**config.mk**
```make
export PLATFORM = sky130hd
export DESIGN_NAME = channel_power_meter_top
export DESIGN_NICKNAME = d
export VERILOG_FILES = /design/src/design/cpm_pkg.sv /design/src/design/cpm_fifo.sv /design/src/design/cpm_front.sv /design/src/design/cpm_div.sv /design/src/design/cpm_back.sv /design/src/design/channel_power_meter_top.sv
export SDC_FILE = /design/constraint.sdc
export NUM_CORES = 2
export LEC_CHECK = 0
export BUFFER_PORTS_ARGS = -buffer_cell sky130_fd_sc_hd__buf_2
export CAP_MARGIN = 5
export CORE_AREA = 2 2 368 370
export DETAILED_ROUTE_END_ITERATION = 10
export DIE_AREA = 0 0 370 372
export GPL_ROUTABILITY_DRIVEN = 0
export PLACE_DENSITY_LB_ADDON = 0.05
export SLEW_MARGIN = 10
export SYNTH_ARGS = -nofsm -noshare
export SYNTH_HDL_FRONTEND = slang
export SYNTH_SLANG_ARGS = --single-unit
```
**constraint.sdc**
```tcl
create_clock -name clk -period 11.08 [get_ports clk]
set_input_delay 0 -clock clk [delete_from_list [all_inputs] [get_ports clk]]
set_output_delay 0 -clock clk [all_outputs]
set_load 0.02 [all_outputs]
```
**src/design/cpm_pkg.sv**
```systemverilog
// Package with shared types and constants of the channel power meter.
`default_nettype none
package cpm_pkg;

	localparam int MAG_W      = 16;
	localparam int SUM_W      = 40;
	localparam int CFG_W      = 24;
	localparam int THR_W      = 16;
	localparam int FIFO_AW    = 2;
	localparam int FIFO_DEPTH = 1 << FIFO_AW;
	localparam int M_TDATA_W  = 5 * MAG_W;
	localparam int M_TUSER_W  = 2;

	localparam logic [MAG_W-1:0] MAG_MAX = {MAG_W{1'b1}};

	typedef enum logic [0:0] {
		REG_AVERAGE_COUNT   = 1'b0,
		REG_PULSE_THRESHOLD = 1'b1
	} cfg_reg_t;

	typedef enum logic [2:0] {
		F_IDLE,
		F_MUL,
		F_ADD,
		F_ROOT,
		F_PUSH
	} front_state_t;

	typedef enum logic [0:0] {
		B_IDLE,
		B_DIV
	} back_state_t;

	typedef struct packed {
		logic [MAG_W-1:0] magnitude;
		logic [MAG_W-1:0] average_magnitude;
		logic             average_updated;
		logic [MAG_W-1:0] pulse_average;
		logic             pulse_updated;
		logic [MAG_W-1:0] max_peak;
		logic [MAG_W-1:0] min_peak;
	} cpm_result_t;

	typedef struct packed {
		logic full;
		logic empty;
	} fifo_status_t;

endpackage
`default_nettype wire

```
**src/design/cpm_fifo.sv**
```systemverilog
// Short magnitude queue between the front and back parts.
`default_nettype none
module cpm_fifo (
	input  wire logic                      clk,
	input  wire logic                      arst_n,
	input  wire logic                      push,
	input  wire logic [cpm_pkg::MAG_W-1:0] push_data,
	input  wire logic                      pop,
	output logic      [cpm_pkg::MAG_W-1:0] pop_data,
	output cpm_pkg::fifo_status_t          status
);

	logic [cpm_pkg::MAG_W-1:0]   mem_q [cpm_pkg::FIFO_DEPTH];
	logic [cpm_pkg::FIFO_AW-1:0] wr_ptr_q;
	logic [cpm_pkg::FIFO_AW-1:0] rd_ptr_q;
	logic [cpm_pkg::FIFO_AW:0]   count_q;
	logic                        do_push;
	logic                        do_pop;

	assign status.full  = (count_q == (cpm_pkg::FIFO_AW+1)'(cpm_pkg::FIFO_DEPTH));
	assign status.empty = (count_q == '0);
	assign do_push      = push && !status.full;
	assign do_pop       = pop && !status.empty;
	assign pop_data     = mem_q[rd_ptr_q];

	always_ff @(posedge clk) begin
		if (do_push) begin
			mem_q[wr_ptr_q] <= push_data;
		end
	end

	always_ff @(posedge clk or negedge arst_n) begin
		if (!arst_n) begin
			wr_ptr_q <= '0;
			rd_ptr_q <= '0;
			count_q  <= '0;
		end else begin
			if (do_push) begin
				wr_ptr_q <= wr_ptr_q + 1'b1;
			end
			if (do_pop) begin
				rd_ptr_q <= rd_ptr_q + 1'b1;
			end
			if (do_push && !do_pop) begin
				count_q <= count_q + 1'b1;
			end else if (do_pop && !do_push) begin
				count_q <= count_q - 1'b1;
			end
		end
	end

endmodule
`default_nettype wire

```
**src/design/cpm_front.sv**
```systemverilog
// Front part: accepts samples and forms the magnitude with a bit-serial square root.
`default_nettype none
module cpm_front #(
	parameter int SAMPLE_WIDTH = 16
) (
	input  wire logic                      clk,
	input  wire logic                      arst_n,
	input  wire logic                      s_tvalid,
	output logic                           s_tready,
	input  wire logic [SAMPLE_WIDTH-1:0]   sample_i,
	input  wire logic [SAMPLE_WIDTH-1:0]   sample_q,
	output logic                           push,
	output logic      [cpm_pkg::MAG_W-1:0] push_data,
	input  wire cpm_pkg::fifo_status_t     fifo_status
);

	localparam int SW  = SAMPLE_WIDTH;
	localparam int RW  = (SW > cpm_pkg::MAG_W) ? SW : cpm_pkg::MAG_W;
	localparam int STW = $clog2(SW);

	cpm_pkg::front_state_t state_q, state_d;

	logic [SW-1:0]   abs_i_q;
	logic [SW-1:0]   abs_q_q;
	logic [2*SW-1:0] sq_i_q;
	logic [2*SW-1:0] sq_q_q;
	logic [2*SW-1:0] rad_q;
	logic [SW+1:0]   rem_q;
	logic [SW-1:0]   root_q;
	logic [STW-1:0]  step_q;

	logic [SW+3:0]   rem_sh;
	logic [SW+3:0]   trial;
	logic            ge;
	logic [RW-1:0]   root_ext;
	logic            accept;

	assign rem_sh   = {rem_q, rad_q[2*SW-1 -: 2]};
	assign trial    = {2'b00, root_q, 2'b01};
	assign ge       = (rem_sh >= trial);
	assign root_ext = RW'(root_q);
	assign push_data = (root_ext > RW'(cpm_pkg::MAG_MAX)) ? cpm_pkg::MAG_MAX
		: root_ext[cpm_pkg::MAG_W-1:0];
	assign accept   = s_tvalid && s_tready;

	always_ff @(posedge clk or negedge arst_n) begin
		if (!arst_n) begin
			state_q <= cpm_pkg::F_IDLE;
		end else begin
			state_q <= state_d;
		end
	end

	always_comb begin
		state_d  = state_q;
		s_tready = 1'b0;
		push     = 1'b0;
		unique case (state_q)
			cpm_pkg::F_IDLE: begin
				s_tready = 1'b1;
				if (s_tvalid) begin
					state_d = cpm_pkg::F_MUL;
				end
			end
			cpm_pkg::F_MUL: begin
				state_d = cpm_pkg::F_ADD;
			end
			cpm_pkg::F_ADD: begin
				state_d = cpm_pkg::F_ROOT;
			end
			cpm_pkg::F_ROOT: begin
				if (step_q == '0) begin
					state_d = cpm_pkg::F_PUSH;
				end
			end
			cpm_pkg::F_PUSH: begin
				if (!fifo_status.full) begin
					push    = 1'b1;
					state_d = cpm_pkg::F_IDLE;
				end
			end
			default: begin
				state_d = cpm_pkg::F_IDLE;
			end
		endcase
	end

	always_ff @(posedge clk) begin
		if (accept) begin
			abs_i_q <= sample_i[SW-1] ? (~sample_i + 1'b1) : sample_i;
			abs_q_q <= sample_q[SW-1] ? (~sample_q + 1'b1) : sample_q;
		end
		if (state_q == cpm_pkg::F_MUL) begin
			sq_i_q <= abs_i_q * abs_i_q;
			sq_q_q <= abs_q_q * abs_q_q;
		end
		if (state_q == cpm_pkg::F_ADD) begin
			rad_q  <= sq_i_q + sq_q_q;
			rem_q  <= '0;
			root_q <= '0;
			step_q <= STW'(SW - 1);
		end
		if (state_q == cpm_pkg::F_ROOT) begin
			rad_q  <= rad_q << 2;
			rem_q  <= ge ? (SW+2)'(rem_sh - trial) : (SW+2)'(rem_sh);
			root_q <= {root_q[SW-2:0], ge};
			step_q <= step_q - 1'b1;
		end
	end

endmodule
`default_nettype wire

```
**src/design/cpm_div.sv**
```systemverilog
// Restoring divider that forms a block or pulse mean one quotient bit per cycle.
`default_nettype none
module cpm_div #(
	parameter int COUNT_WIDTH = 24
) (
	input  wire logic                      clk,
	input  wire logic                      arst_n,
	input  wire logic                      start,
	input  wire logic [cpm_pkg::SUM_W-1:0] dividend,
	input  wire logic [COUNT_WIDTH-1:0]    divisor,
	output logic                           busy,
	output logic      [cpm_pkg::MAG_W-1:0] quotient
);

	localparam int CW  = COUNT_WIDTH;
	localparam int MW  = cpm_pkg::MAG_W;
	localparam int STW = $clog2(MW);

	logic           busy_q;
	logic [STW-1:0] step_q;
	logic [CW:0]    rem_q;
	logic [MW-1:0]  quo_q;
	logic [CW-1:0]  dvs_q;
	logic [CW:0]    t;
	logic           ge;

	assign t        = {rem_q[CW-1:0], quo_q[MW-1]};
	assign ge       = (t >= {1'b0, dvs_q});
	assign busy     = busy_q;
	assign quotient = quo_q;

	always_ff @(posedge clk or negedge arst_n) begin
		if (!arst_n) begin
			busy_q <= 1'b0;
			step_q <= '0;
		end else if (start) begin
			busy_q <= 1'b1;
			step_q <= STW'(MW - 1);
		end else if (busy_q) begin
			step_q <= step_q - 1'b1;
			if (step_q == '0) begin
				busy_q <= 1'b0;
			end
		end
	end

	always_ff @(posedge clk) begin
		if (start) begin
			rem_q <= (CW+1)'(dividend[cpm_pkg::SUM_W-1:MW]);
			quo_q <= dividend[MW-1:0];
			dvs_q <= divisor;
		end else if (busy_q) begin
			rem_q <= ge ? (t - {1'b0, dvs_q}) : t;
			quo_q <= {quo_q[MW-2:0], ge};
		end
	end

endmodule
`default_nettype wire

```
**src/design/cpm_back.sv**
```systemverilog
// Back part: block and pulse accumulators, peak tracking and output register.
`default_nettype none
module cpm_back #(
	parameter int COUNT_WIDTH = 24
) (
	input  wire logic                      clk,
	input  wire logic                      arst_n,
	input  wire logic                      cfg_we,
	input  wire cpm_pkg::cfg_reg_t         cfg_index,
	input  wire logic [cpm_pkg::CFG_W-1:0] cfg_data,
	input  wire cpm_pkg::fifo_status_t     fifo_status,
	output logic                           pop,
	input  wire logic [cpm_pkg::MAG_W-1:0] pop_data,
	output logic                           out_valid,
	input  wire logic                      out_ready,
	output cpm_pkg::cpm_result_t           out_result
);

	localparam int CW  = COUNT_WIDTH;
	localparam int SW  = cpm_pkg::SUM_W;
	localparam int MW  = cpm_pkg::MAG_W;
	localparam int TW  = (CW > cpm_pkg::CFG_W) ? CW : cpm_pkg::CFG_W;

	cpm_pkg::back_state_t state_q, state_d;

	logic [cpm_pkg::CFG_W-1:0] avg_count_q;
	logic [cpm_pkg::THR_W-1:0] pulse_thr_q;
	logic [SW-1:0]             bsum_q;
	logic [SW-1:0]             psum_q;
	logic [CW-1:0]             bcount_q;
	logic [CW-1:0]             pcount_q;
	logic [MW-1:0]             last_avg_q;
	logic [MW-1:0]             last_pavg_q;
	logic [MW-1:0]             peak_hi_q;
	logic [MW-1:0]             peak_lo_q;
	logic [MW-1:0]             mag_q;
	logic                      avg_upd_q;
	logic                      pulse_upd_q;
	logic                      out_valid_q;
	cpm_pkg::cpm_result_t      res_q;

	logic                      hit;
	logic [cpm_pkg::CFG_W-1:0] target;
	logic [SW:0]               bsum_add;
	logic [SW:0]               psum_add;
	logic [SW-1:0]             bsum_new;
	logic [SW-1:0]             psum_new;
	logic [CW-1:0]             bcount_new;
	logic [CW-1:0]             pcount_new;
	logic                      bdone;
	logic                      pdone;
	logic [MW-1:0]             peak_hi_new;
	logic [MW-1:0]             peak_lo_new;
	logic                      bdiv_start;
	logic                      pdiv_start;
	logic                      bdiv_busy;
	logic                      pdiv_busy;
	logic [MW-1:0]             bquot;
	logic [MW-1:0]             pquot;
	logic                      load_direct;
	logic                      load_div;

	assign hit        = (pop_data > pulse_thr_q);
	assign target     = (avg_count_q == '0) ? cpm_pkg::CFG_W'(1) : avg_count_q;
	assign bsum_add   = {1'b0, bsum_q} + (SW+1)'(pop_data);
	assign psum_add   = {1'b0, psum_q} + (SW+1)'(pop_data);
	assign bsum_new   = bsum_add[SW] ? {SW{1'b1}} : bsum_add[SW-1:0];
	assign psum_new   = psum_add[SW] ? {SW{1'b1}} : psum_add[SW-1:0];
	assign bcount_new = (bcount_q == {CW{1'b1}}) ? bcount_q : bcount_q + 1'b1;
	assign pcount_new = (pcount_q == {CW{1'b1}}) ? pcount_q : pcount_q + 1'b1;
	assign bdone      = (TW'(bcount_new) >= TW'(target)) || (bcount_new == {CW{1'b1}});
	assign pdone      = hit && ((TW'(pcount_new) >= TW'(target))
		|| (pcount_new == {CW{1'b1}}));
	assign peak_hi_new = (pop_data > peak_hi_q) ? pop_data : peak_hi_q;
	assign peak_lo_new = (pop_data < peak_lo_q) ? pop_data : peak_lo_q;
	assign out_valid  = out_valid_q;
	assign out_result = res_q;

	cpm_div #(.COUNT_WIDTH(CW)) u_bdiv (
		.clk      (clk),
		.arst_n   (arst_n),
		.start    (bdiv_start),
		.dividend (bsum_new),
		.divisor  (bcount_new),
		.busy     (bdiv_busy),
		.quotient (bquot)
	);

	cpm_div #(.COUNT_WIDTH(CW)) u_pdiv (
		.clk      (clk),
		.arst_n   (arst_n),
		.start    (pdiv_start),
		.dividend (psum_new),
		.divisor  (pcount_new),
		.busy     (pdiv_busy),
		.quotient (pquot)
	);

	always_ff @(posedge clk or negedge arst_n) begin
		if (!arst_n) begin
			state_q <= cpm_pkg::B_IDLE;
		end else begin
			state_q <= state_d;
		end
	end

	always_comb begin
		state_d     = state_q;
		pop         = 1'b0;
		bdiv_start  = 1'b0;
		pdiv_start  = 1'b0;
		load_direct = 1'b0;
		load_div    = 1'b0;
		unique case (state_q)
			cpm_pkg::B_IDLE: begin
				if (!fifo_status.empty && !out_valid_q) begin
					pop        = 1'b1;
					bdiv_start = bdone;
					pdiv_start = pdone;
					if (bdone || pdone) begin
						state_d = cpm_pkg::B_DIV;
					end else begin
						load_direct = 1'b1;
					end
				end
			end
			cpm_pkg::B_DIV: begin
				if (!bdiv_busy && !pdiv_busy) begin
					load_div = 1'b1;
					state_d  = cpm_pkg::B_IDLE;
				end
			end
			default: begin
				state_d = cpm_pkg::B_IDLE;
			end
		endcase
	end

	always_ff @(posedge clk or negedge arst_n) begin
		if (!arst_n) begin
			avg_count_q <= cpm_pkg::CFG_W'(1);
			pulse_thr_q <= '0;
			bsum_q      <= '0;
			psum_q      <= '0;
			bcount_q    <= '0;
			pcount_q    <= '0;
			last_avg_q  <= '0;
			last_pavg_q <= '0;
			peak_hi_q   <= '0;
			peak_lo_q   <= cpm_pkg::MAG_MAX;
			out_valid_q <= 1'b0;
		end else begin
			if (cfg_we) begin
				unique case (cfg_index)
					cpm_pkg::REG_AVERAGE_COUNT:   avg_count_q <= cfg_data;
					cpm_pkg::REG_PULSE_THRESHOLD: begin
						pulse_thr_q <= cfg_data[cpm_pkg::THR_W-1:0];
					end
					default: begin
					end
				endcase
			end
			if (pop) begin
				peak_hi_q <= peak_hi_new;
				peak_lo_q <= peak_lo_new;
				bsum_q    <= bdone ? '0 : bsum_new;
				bcount_q  <= bdone ? '0 : bcount_new;
				if (hit) begin
					psum_q   <= pdone ? '0 : psum_new;
					pcount_q <= pdone ? '0 : pcount_new;
				end
			end
			if (load_div) begin
				if (avg_upd_q) begin
					last_avg_q <= bquot;
				end
				if (pulse_upd_q) begin
					last_pavg_q <= pquot;
				end
			end
			if (load_direct || load_div) begin
				out_valid_q <= 1'b1;
			end else if (out_ready) begin
				out_valid_q <= 1'b0;
			end
		end
	end

	always_ff @(posedge clk) begin
		if (pop) begin
			mag_q       <= pop_data;
			avg_upd_q   <= bdone;
			pulse_upd_q <= pdone;
		end
		if (load_direct) begin
			res_q.magnitude         <= pop_data;
			res_q.average_magnitude <= last_avg_q;
			res_q.average_updated   <= 1'b0;
			res_q.pulse_average     <= last_pavg_q;
			res_q.pulse_updated     <= 1'b0;
			res_q.max_peak          <= peak_hi_new;
			res_q.min_peak          <= peak_lo_new;
		end else if (load_div) begin
			res_q.magnitude         <= mag_q;
			res_q.average_magnitude <= avg_upd_q ? bquot : last_avg_q;
			res_q.average_updated   <= avg_upd_q;
			res_q.pulse_average     <= pulse_upd_q ? pquot : last_pavg_q;
			res_q.pulse_updated     <= pulse_upd_q;
			res_q.max_peak          <= peak_hi_q;
			res_q.min_peak          <= peak_lo_q;
		end
	end

endmodule
`default_nettype wire

```
**src/design/channel_power_meter_top.sv**
```systemverilog
// Top level of the channel power meter: magnitude, block averages and peaks.
//
// Input stream s_*: one complex sample per transfer, I in the low half of s_tdata.
// Output stream m_*: one result per sample, in order: magnitude, block mean, pulse
// mean, maximum and minimum peak in m_tdata; completion flags in m_tuser.
// Configuration: cfg_we writes cfg_data into the register picked by cfg_index
// (average_count, pulse_threshold) at the clock edge; write only while idle.
// The front takes no new sample until the magnitude of the last one is handed off;
// its square root loop retires one root bit per cycle.
// A result waits for the mean dividers when its sample closes a block or a pulse
// mean; otherwise the back part loads it straight from the queue.
// Between front and back sits a four-entry queue, so the front keeps taking
// samples while a result waits in the output register.
// Reset clears sums, counts, means and the maximum peak; the minimum peak resets
// to all ones, average_count to one and pulse_threshold to zero.
// When m_tready is low the output register holds; the queue then fills and
// s_tready drops once the front cannot hand off its next magnitude.
`default_nettype none
module channel_power_meter_top #(
	parameter int SAMPLE_WIDTH = 16,
	parameter int COUNT_WIDTH  = 24,
	localparam int S_TDATA_W   = ((2 * SAMPLE_WIDTH + 7) / 8) * 8
) (
	input  wire logic                          clk,
	input  wire logic                          arst_n,
	input  wire logic                          s_tvalid,
	output logic                               s_tready,
	// sample_i, sample_q
	input  wire logic [S_TDATA_W-1:0]          s_tdata,
	output logic                               m_tvalid,
	input  wire logic                          m_tready,
	// magnitude, average_magnitude, pulse_average, max_peak, min_peak
	output logic      [cpm_pkg::M_TDATA_W-1:0] m_tdata,
	// average_updated, pulse_updated
	output logic      [cpm_pkg::M_TUSER_W-1:0] m_tuser,
	input  wire logic                          cfg_we,
	input  wire logic                          cfg_index,
	input  wire logic [cpm_pkg::CFG_W-1:0]     cfg_data
);

	logic                       push;
	logic [cpm_pkg::MAG_W-1:0]  push_data;
	logic                       pop;
	logic [cpm_pkg::MAG_W-1:0]  pop_data;
	cpm_pkg::fifo_status_t      fifo_status;
	cpm_pkg::cpm_result_t       result;
	cpm_pkg::cfg_reg_t          cfg_sel;

	assign cfg_sel = cpm_pkg::cfg_reg_t'(cfg_index);

	cpm_front #(.SAMPLE_WIDTH(SAMPLE_WIDTH)) u_front (
		.clk         (clk),
		.arst_n      (arst_n),
		.s_tvalid    (s_tvalid),
		.s_tready    (s_tready),
		.sample_i    (s_tdata[SAMPLE_WIDTH-1:0]),
		.sample_q    (s_tdata[2*SAMPLE_WIDTH-1:SAMPLE_WIDTH]),
		.push        (push),
		.push_data   (push_data),
		.fifo_status (fifo_status)
	);

	cpm_fifo u_fifo (
		.clk       (clk),
		.arst_n    (arst_n),
		.push      (push),
		.push_data (push_data),
		.pop       (pop),
		.pop_data  (pop_data),
		.status    (fifo_status)
	);

	cpm_back #(.COUNT_WIDTH(COUNT_WIDTH)) u_back (
		.clk         (clk),
		.arst_n      (arst_n),
		.cfg_we      (cfg_we),
		.cfg_index   (cfg_sel),
		.cfg_data    (cfg_data),
		.fifo_status (fifo_status),
		.pop         (pop),
		.pop_data    (pop_data),
		.out_valid   (m_tvalid),
		.out_ready   (m_tready),
		.out_result  (result)
	);

	assign m_tdata = {result.min_peak, result.max_peak, result.pulse_average,
		result.average_magnitude, result.magnitude};
	assign m_tuser = {result.pulse_updated, result.average_updated};

endmodule
`default_nettype wire

```
# Word level (Yosys, flattened, before mapping)
# Memories as Yosys holds them, arrays and structs flattened.
# Index checks and enable logic that the tools add are counted.
dict set report word_totals {
  register_bits 648
  latchBits 0
  ramBits 64
  rom_bits 0
  inputBits 62
  out_inout_bits 84
  memories 1
}
# name words word_bits read_ports rd_ports_with_merged_regs write_ports line_no
set mem_list {}
lappend mem_list {u_fifo.mem_q 4 16 1 0 1 cpm_fifo.sv:13} ;# logic [cpm_pkg::MAG_W-1:0] mem_q [cpm_pkg::FIFO_DEPTH];
dict set report op_classes {
  n_addsub 17
  mul 2
  n_div 0
  n_lt_le_gt_ge 9
  n_eq_ne 12
  shift 0
  n_mux 75
  bitwise_logic 4
  reduce_logical 35
}
# cell count
set ops {}
lappend ops {{two-way mux 24 bit} 11}
lappend ops {{two-way mux 16 bit} 11}
lappend ops {{two-way mux 82 bit} 2}
lappend ops {{two-way mux 40 bit} 4}
lappend ops {{equality test 24 bit (second input constant)} 4}
lappend ops {{adder 40 x 16 -> 41 bit} 2}
lappend ops {{multiplier 16 x 16 -> 32 bit} 2}
lappend ops {{two-way mux 32 bit} 2}
lappend ops {{two-way mux 18 bit} 3}
lappend ops {{greater-or-equal comparator 25 x 24 -> 1 bit} 2}
lappend ops {{adder 24 x 1 -> 24 bit (second input constant)} 2}
lappend ops {{greater-or-equal comparator 24 bit} 2}
lappend ops {{subtractor 24 bit} 2}
lappend ops {{adder 16 x 1 -> 16 bit (second input constant)} 2}
lappend ops {{adder 32 bit} 1}
lappend ops {{> comparator 16 bit} 2}
lappend ops {{inverter 16 bit} 2}
lappend ops {{two-way mux 15 bit} 2}
lappend ops {{two-way mux 1 bit} 27}
lappend ops {{zero test 24 bit} 1}
lappend ops {{two-way mux 4 bit} 6}
lappend ops {{greater-or-equal comparator 20 x 18 -> 1 bit} 1}
lappend ops {{subtractor 18 bit} 1}
lappend ops {{> comparator 16 bit (second input constant)} 1}
lappend ops {{other kinds (22)} 59}

# Depth between registers and ports, before layout
dict set report depth {
  ltp_word 11
  depth_mapped 26
  mapped_depth_nobuf 25
}

# By module
# Synthesis repeated with hierarchy kept, for this count alone.
dict set report unflattened {
  hier_cells 5250
  area_unflattened_um2 54172.0
}
# mod n_inst cells_per_inst area_each_um2 seq_area_each_um2
set modules_own_cells {}
lappend modules_own_cells {cpm_front 1 2452 23468.8 4979.8}
lappend modules_own_cells {cpm_back 1 1952 19371.1 8859.7}
lappend modules_own_cells {cpm_div 2 363 4276.6 2047.0}
lappend modules_own_cells {cpm_fifo 1 120 2778.9 2097.0}

# Worst setup path after synthesis
# Ideal clock, no wire load.
dict set report synth_timing {
  path_type {register to register}
  start {register u_front.abs_i_q[4]}
  end {register u_front.sq_i_q[31], data pin}
  t_arrival_ps 6682
  slack_ps 4132
  stages_incl_launch_ff 24
  path_buffers 2
  period_less_slack_ps 6948
  cell_sequence {edfxtp_1 > clkbuf_1 > clkbuf_1 > nand2_1 > fa_1 > inv_1 > fa_1 > fa_1 > fa_1 > fa_1 > inv_1 > fa_1 > inv_1 > ha_1 > a21o_1 > a21o_1 > a21o_1 > a211o_1 > a221o_1 > a31oi_1 > o21ai_0 > o41ai_1 > mux2i_1 > nand4_1}
}
dict set report synth_between {
  elab_chain_cells 1
}
# item line_no
set synth_rtl {}
lappend synth_rtl {{start: declaration} cpm_front.sv:23} ;# logic [SW-1:0] abs_i_q;
lappend synth_rtl {{start signal: assignment} cpm_front.sv:90} ;# abs_i_q <= sample_i[SW-1] ? (~sample_i + 1'b1) : sample_i;
lappend synth_rtl {{multiplier 16 x 16 -> 32 bit} cpm_front.sv:94} ;# sq_i_q <= abs_i_q * abs_i_q;
lappend synth_rtl {{end signal: assignment} cpm_front.sv:94}
lappend synth_rtl {{end: declaration} cpm_front.sv:25} ;# logic [2*SW-1:0] sq_i_q;
# No other way between the ends.
# A chain may end at the register's enable or synchronous reset.

# Worst setup path in the final report
dict set report layout_timing {
  start {register u_front.abs_q_q[4]}
  end {register u_front.sq_q_q[31], data pin}
}
dict set report layout_between {
  elab_chain_cells 1
}
# item line_no
set layout_rtl {}
lappend layout_rtl {{start: declaration} cpm_front.sv:24} ;# logic [SW-1:0] abs_q_q;
lappend layout_rtl {{start signal: assignment} cpm_front.sv:91} ;# abs_q_q <= sample_q[SW-1] ? (~sample_q + 1'b1) : sample_q;
lappend layout_rtl {{multiplier 16 x 16 -> 32 bit} cpm_front.sv:95} ;# sq_q_q <= abs_q_q * abs_q_q;
lappend layout_rtl {{end signal: assignment} cpm_front.sv:95}
lappend layout_rtl {{end: declaration} cpm_front.sv:26} ;# logic [2*SW-1:0] sq_q_q;
# No other way between the ends.

==> summary.md <==
| Metric | Value |
|---|---|
| Status | finished, final reports clean |
| Max Clock Skew | 43.1 ps |
| Clock tree buffer depth | 3 |
| Port Buffers | 145 |
| Total negative slack | 0 ps |
| Vias in the first global route | 38100 |
| Die Height | 372 um |
| GRT overflow | 0 |
| Crit Path Max Fanout | 18 |
| Avg Cell Area, Syn | 10.3 sq um |
| Critical path, cell by cell | nand2_1 > fa_1 > fa_1 > inv_1 > fa_1 > fa_1 > fa_1 > inv_1 > fa_1 > inv_1 > ha_1 > a21o_1 > a21oi_1 > o21bai_1 > a41oi_1 > o21ai_0 > a41oi_1 > a2111oi_0 > or3_1 > o31a_1 > xnor2_1 |
| Top cells by area, synth | edfxtp_1 26%, fa_1 13%, dfrtp_1 11% |
| Initial DRC count | 2092 |
| CP Data Arrival Time | 7870 ps |
| GR met3 Demand/Resource | 2.65% |
| Sequential share of the synthesized area | 37.7% |
| DRT antenna net count | 0 |
| Avg WL per Cell | 19.5 um |
| Row count | 135 |
| Fin cells | 7210 |
| Setup ws final | 3630 ps |
| Placed standard-cell area | 55600 sq um |
| Cell mode on critical path | fa_1 |
| CP Launch Type | flip-flop |
| Synth warn | 0 |
| Share of layout cells above drive strength 1 | 9.58% |
| WP data required | 11500 ps |
| Die area | 138000 sq um |
| GRT busiest layer | met2 |
| Critical path class | flip-flop to flip-flop |
| Pwr Total | 12500 uW |
| Postcts setup bufs | 0 |
| Starting density of the core | 39.5% |
| Die X | 370 um |
| Pre-CTS WS | 3590 ps |
| Dpl hpwl | 102 mm |
| Total power divided by cell area | 209 nW/um^2 |
| Max VDD drop | 0.000173 V |
| Top-count cell post-synth | inv_1 |
| Count of pins over their slew limit | 0 |
| Final setup violation count | 0 |
| Clk Latency, worst-skew pair | 700 ps |
| Drt drc | 0 |
| # hold bufs at CTS | 118 |
| Static Leak | 0.0274 uW |
| Finished Cell Area | 59700 sq um |
| Post-CTS sizing | 0 |
| Top cells by count, synth | 728 x inv_1, 520 x nand2_1, 452 x edfxtp_1 |
| CP peak stage delay | 850 ps |
| CTS Sinks | 710 |
| Synth async-reset ratio | 35.8% |
| Final hold violation count | 0 |
| Largest net degree at the start of global routing | 135 |
| Ports | 146 |
| Share of the synthesized area in the top cell type | 25.6% |
| Setup crit end kind | flip-flop |
| Register bit total from synthesis | 710 |
| Net Count, Synth | 5977 |
| Root Buffer | clkbuf_16 |
| GR Util All Layers | 20.7% |
| Final period util | 67.3% |
| Fillers | 12900 |
| Netlist cell types | 101 |
| EDFF count, synth | 452 |
| CTS HTree Levels | 3 |
| Clock-pin slew on the worst setup and hold paths | 60 ps |
| Cts bufs inserted | 87 |
| Fmax | 0.134 GHz |
| Worst slew pin tran | 1120 ps |
| Cell Area, Synth | 53100 sq um |
| Synth Flop Type | edfxtp_1 |
| Total Routed Length | 140 mm |
| RSZ-0062 raised after global routing | false |
| Leading area contributor after synthesis | edfxtp_1 |
| CTS tree | done |
| Period minus WS final | 7450 ps |
| Slew HR | 25.0% |
| Vias | 37600 |
| Vias per inst | 5.21 |
| Total of max-cap violations | 0 |
| Initial antenna violation count | 9 |
| Slowest cell on the critical path | edfxtp_1 |
| Fin nets | 6186 |
| Met2 usage | 35.1% |
| GR Util met1 | 27.7% |
| Hold Path Class | primary input to flip-flop |
| CORE AREA | 134000 sq um |
| Layout area overhead | 12.5% |
| Gate Count Post-Synth | 5146 |
| Pre-antenna DRT Iters | 5 |
| Placed cells | 6929 |
| First-pass GRT wire length | 221 mm |
-- cell usage in the layout (no fill, tap or decap), types with 23 or more instances in the layout --
| cell | synthesis | routed |
|---|---|---|
| nor2b_1 | 39 | 37 |
| and2_1 | 118 | 117 |
| xnor2_1 | 188 | 188 |
| nand4_1 | 45 | 45 |
| nor2_1 | 245 | 242 |
| o31ai_1 | 36 | 36 |
| o21a_1 | 50 | 50 |
| clkbuf_16 | 0 | 88 |
| edfxtp_1 | 452 | 452 |
| mux2i_1 | 61 | 61 |
| a22o_1 | 95 | 95 |
| mux2_2 | 85 | 85 |
| nand2b_1 | 33 | 31 |
| nand3_1 | 92 | 92 |
| nor4_1 | 25 | 25 |
| nand2_1 | 520 | 519 |
| and3_1 | 51 | 51 |
| o21ai_0 | 176 | 176 |
| nor3_1 | 61 | 60 |
| a31oi_1 | 58 | 58 |
| dfrtp_1 | 237 | 236 |
| ha_1 | 437 | 437 |
| or3_1 | 24 | 23 |
| fa_1 | 332 | 332 |
| xor2_1 | 84 | 84 |
| a21oi_1 | 215 | 214 |
| buf_2 | 29 | 144 |
| a21o_1 | 112 | 112 |
| dlygate4sd3_1 | 0 | 117 |
| a211oi_1 | 27 | 27 |
| buf_4 | 2 | 39 |
| inv_1 | 728 | 727 |
-- area by class of cell --
| class | instances | area (sq um) | area share, % |
|---|---|---|---|
| inverter | 733 | 2750 | 4.61 |
| multi-input combinational | 3520 | 29600 | 49.5 |
| clock inverter | 52 | 547 | 0.916 |
| clock buffer | 110 | 2330 | 3.91 |
| antenna | 1 | 2.50 | 0.00419 |
| sequential | 710 | 20000 | 33.6 |
| timing repair buffer | 303 | 2250 | 3.76 |
| tap | 1781 | 2230 | 3.73 |
-- cell families (layout without fill, tap and decap cells) --
| kind of cell | Yosys count | count (layout) | synth area share [%] |
|---|---|---|---|
| flip-flops | 710 | 710 | 37.7 |
| multiplexers | 162 | 162 | 3.63 |
| buffers and inverters | 916 | 1198 | 6.65 |
| AO/OA/AOI/OAI | 990 | 990 | 12.7 |
| adder cells (fa/ha/maj) | 769 | 769 | 22.8 |
| other | 0 | 1 | 0 |
| AND/OR/NAND/NOR | 1327 | 1327 | 12.0 |
| XOR/XNOR | 272 | 272 | 4.49 |
-- path summary, 6_finish.rpt --
check | slack [ps] | depth (start not counted) | end | from
max | 3630 | 21 | u_front.sq_q_q[31]$_DFFE_PP_ | u_front.abs_q_q[4]$_DFFE_PP_
min | 150 | 2 | u_front.abs_i_q[0]$_DFFE_PP_ | s_tdata[0]
max reg2reg | 3630 | 21 | u_front.sq_q_q[31]$_DFFE_PP_ | u_front.abs_q_q[4]$_DFFE_PP_
min reg2reg | 440 | 2 | u_front.rad_q[1]$_SDFFE_PP0P_ | u_front.rad_q[1]$_SDFFE_PP0P_
max in group asynchronous | 9040 | 5 | u_back.pcount_q[12]$_DFFE_PN0P_ | arst_n
min in group asynchronous | 520 | 3 | u_back.peak_lo_q[11]$_DFFE_PN1P_ | arst_n
-- report_power, final --
group          leakage (uW)  internal [uW]  switching [uW]
combinational        0.0184           2140            3430
clock               0.00141           1690            1210
sequential          0.00762           3690             343
-- critical path: cells and delay by family, from the launching register on --
| kind | cells | cell delay (ps) |
|---|---|---|
| AO/OA/AOI/OAI | 8 | 1980 |
| buffers and inverters | 3 | 140 |
| flip-flops | 1 | 850 |
| adder cells (fa/ha/maj) | 7 | 3500 |
| XOR/XNOR | 1 | 120 |
| AND/OR/NAND/NOR | 2 | 590 |
-- flip-flops by register name, indices dropped and copies added (netlist names), 18 cells and up --
signal,cells
u_front.rad_q,32
u_back.u_pdiv.rem_q,24
u_front.sq_q_q,31
u_back.bsum_q,40
u_back.out_result,82
u_fifo.mem_q,64
u_back.pcount_q,24
u_back.u_pdiv.dvs_q,24
u_back.psum_q,40
u_back.u_bdiv.dvs_q,24
u_back.bcount_q,24
u_front.sq_i_q,31
u_back.avg_count_q,24
u_back.u_bdiv.rem_q,24
u_front.rem_q,18
-- routing by layer --
layer,up-vias,share of wire [%]
li1,18200,-
met1,18600,45
met2,564,48
met3,174,3.5
met4,8,2.8
met5,-,0.034
-- stage by stage --
stage / hold slack (ps) / utilization, %
after global routing: 127 / 44.5
after floorplan: -296 / -
after global placement: 44.5 / 41.4
after detailed placement: 45.6 / 41.4
final: 153 / 44.5
after CTS: 75.2 / 44.5
(Power assumes the default switching activity.)
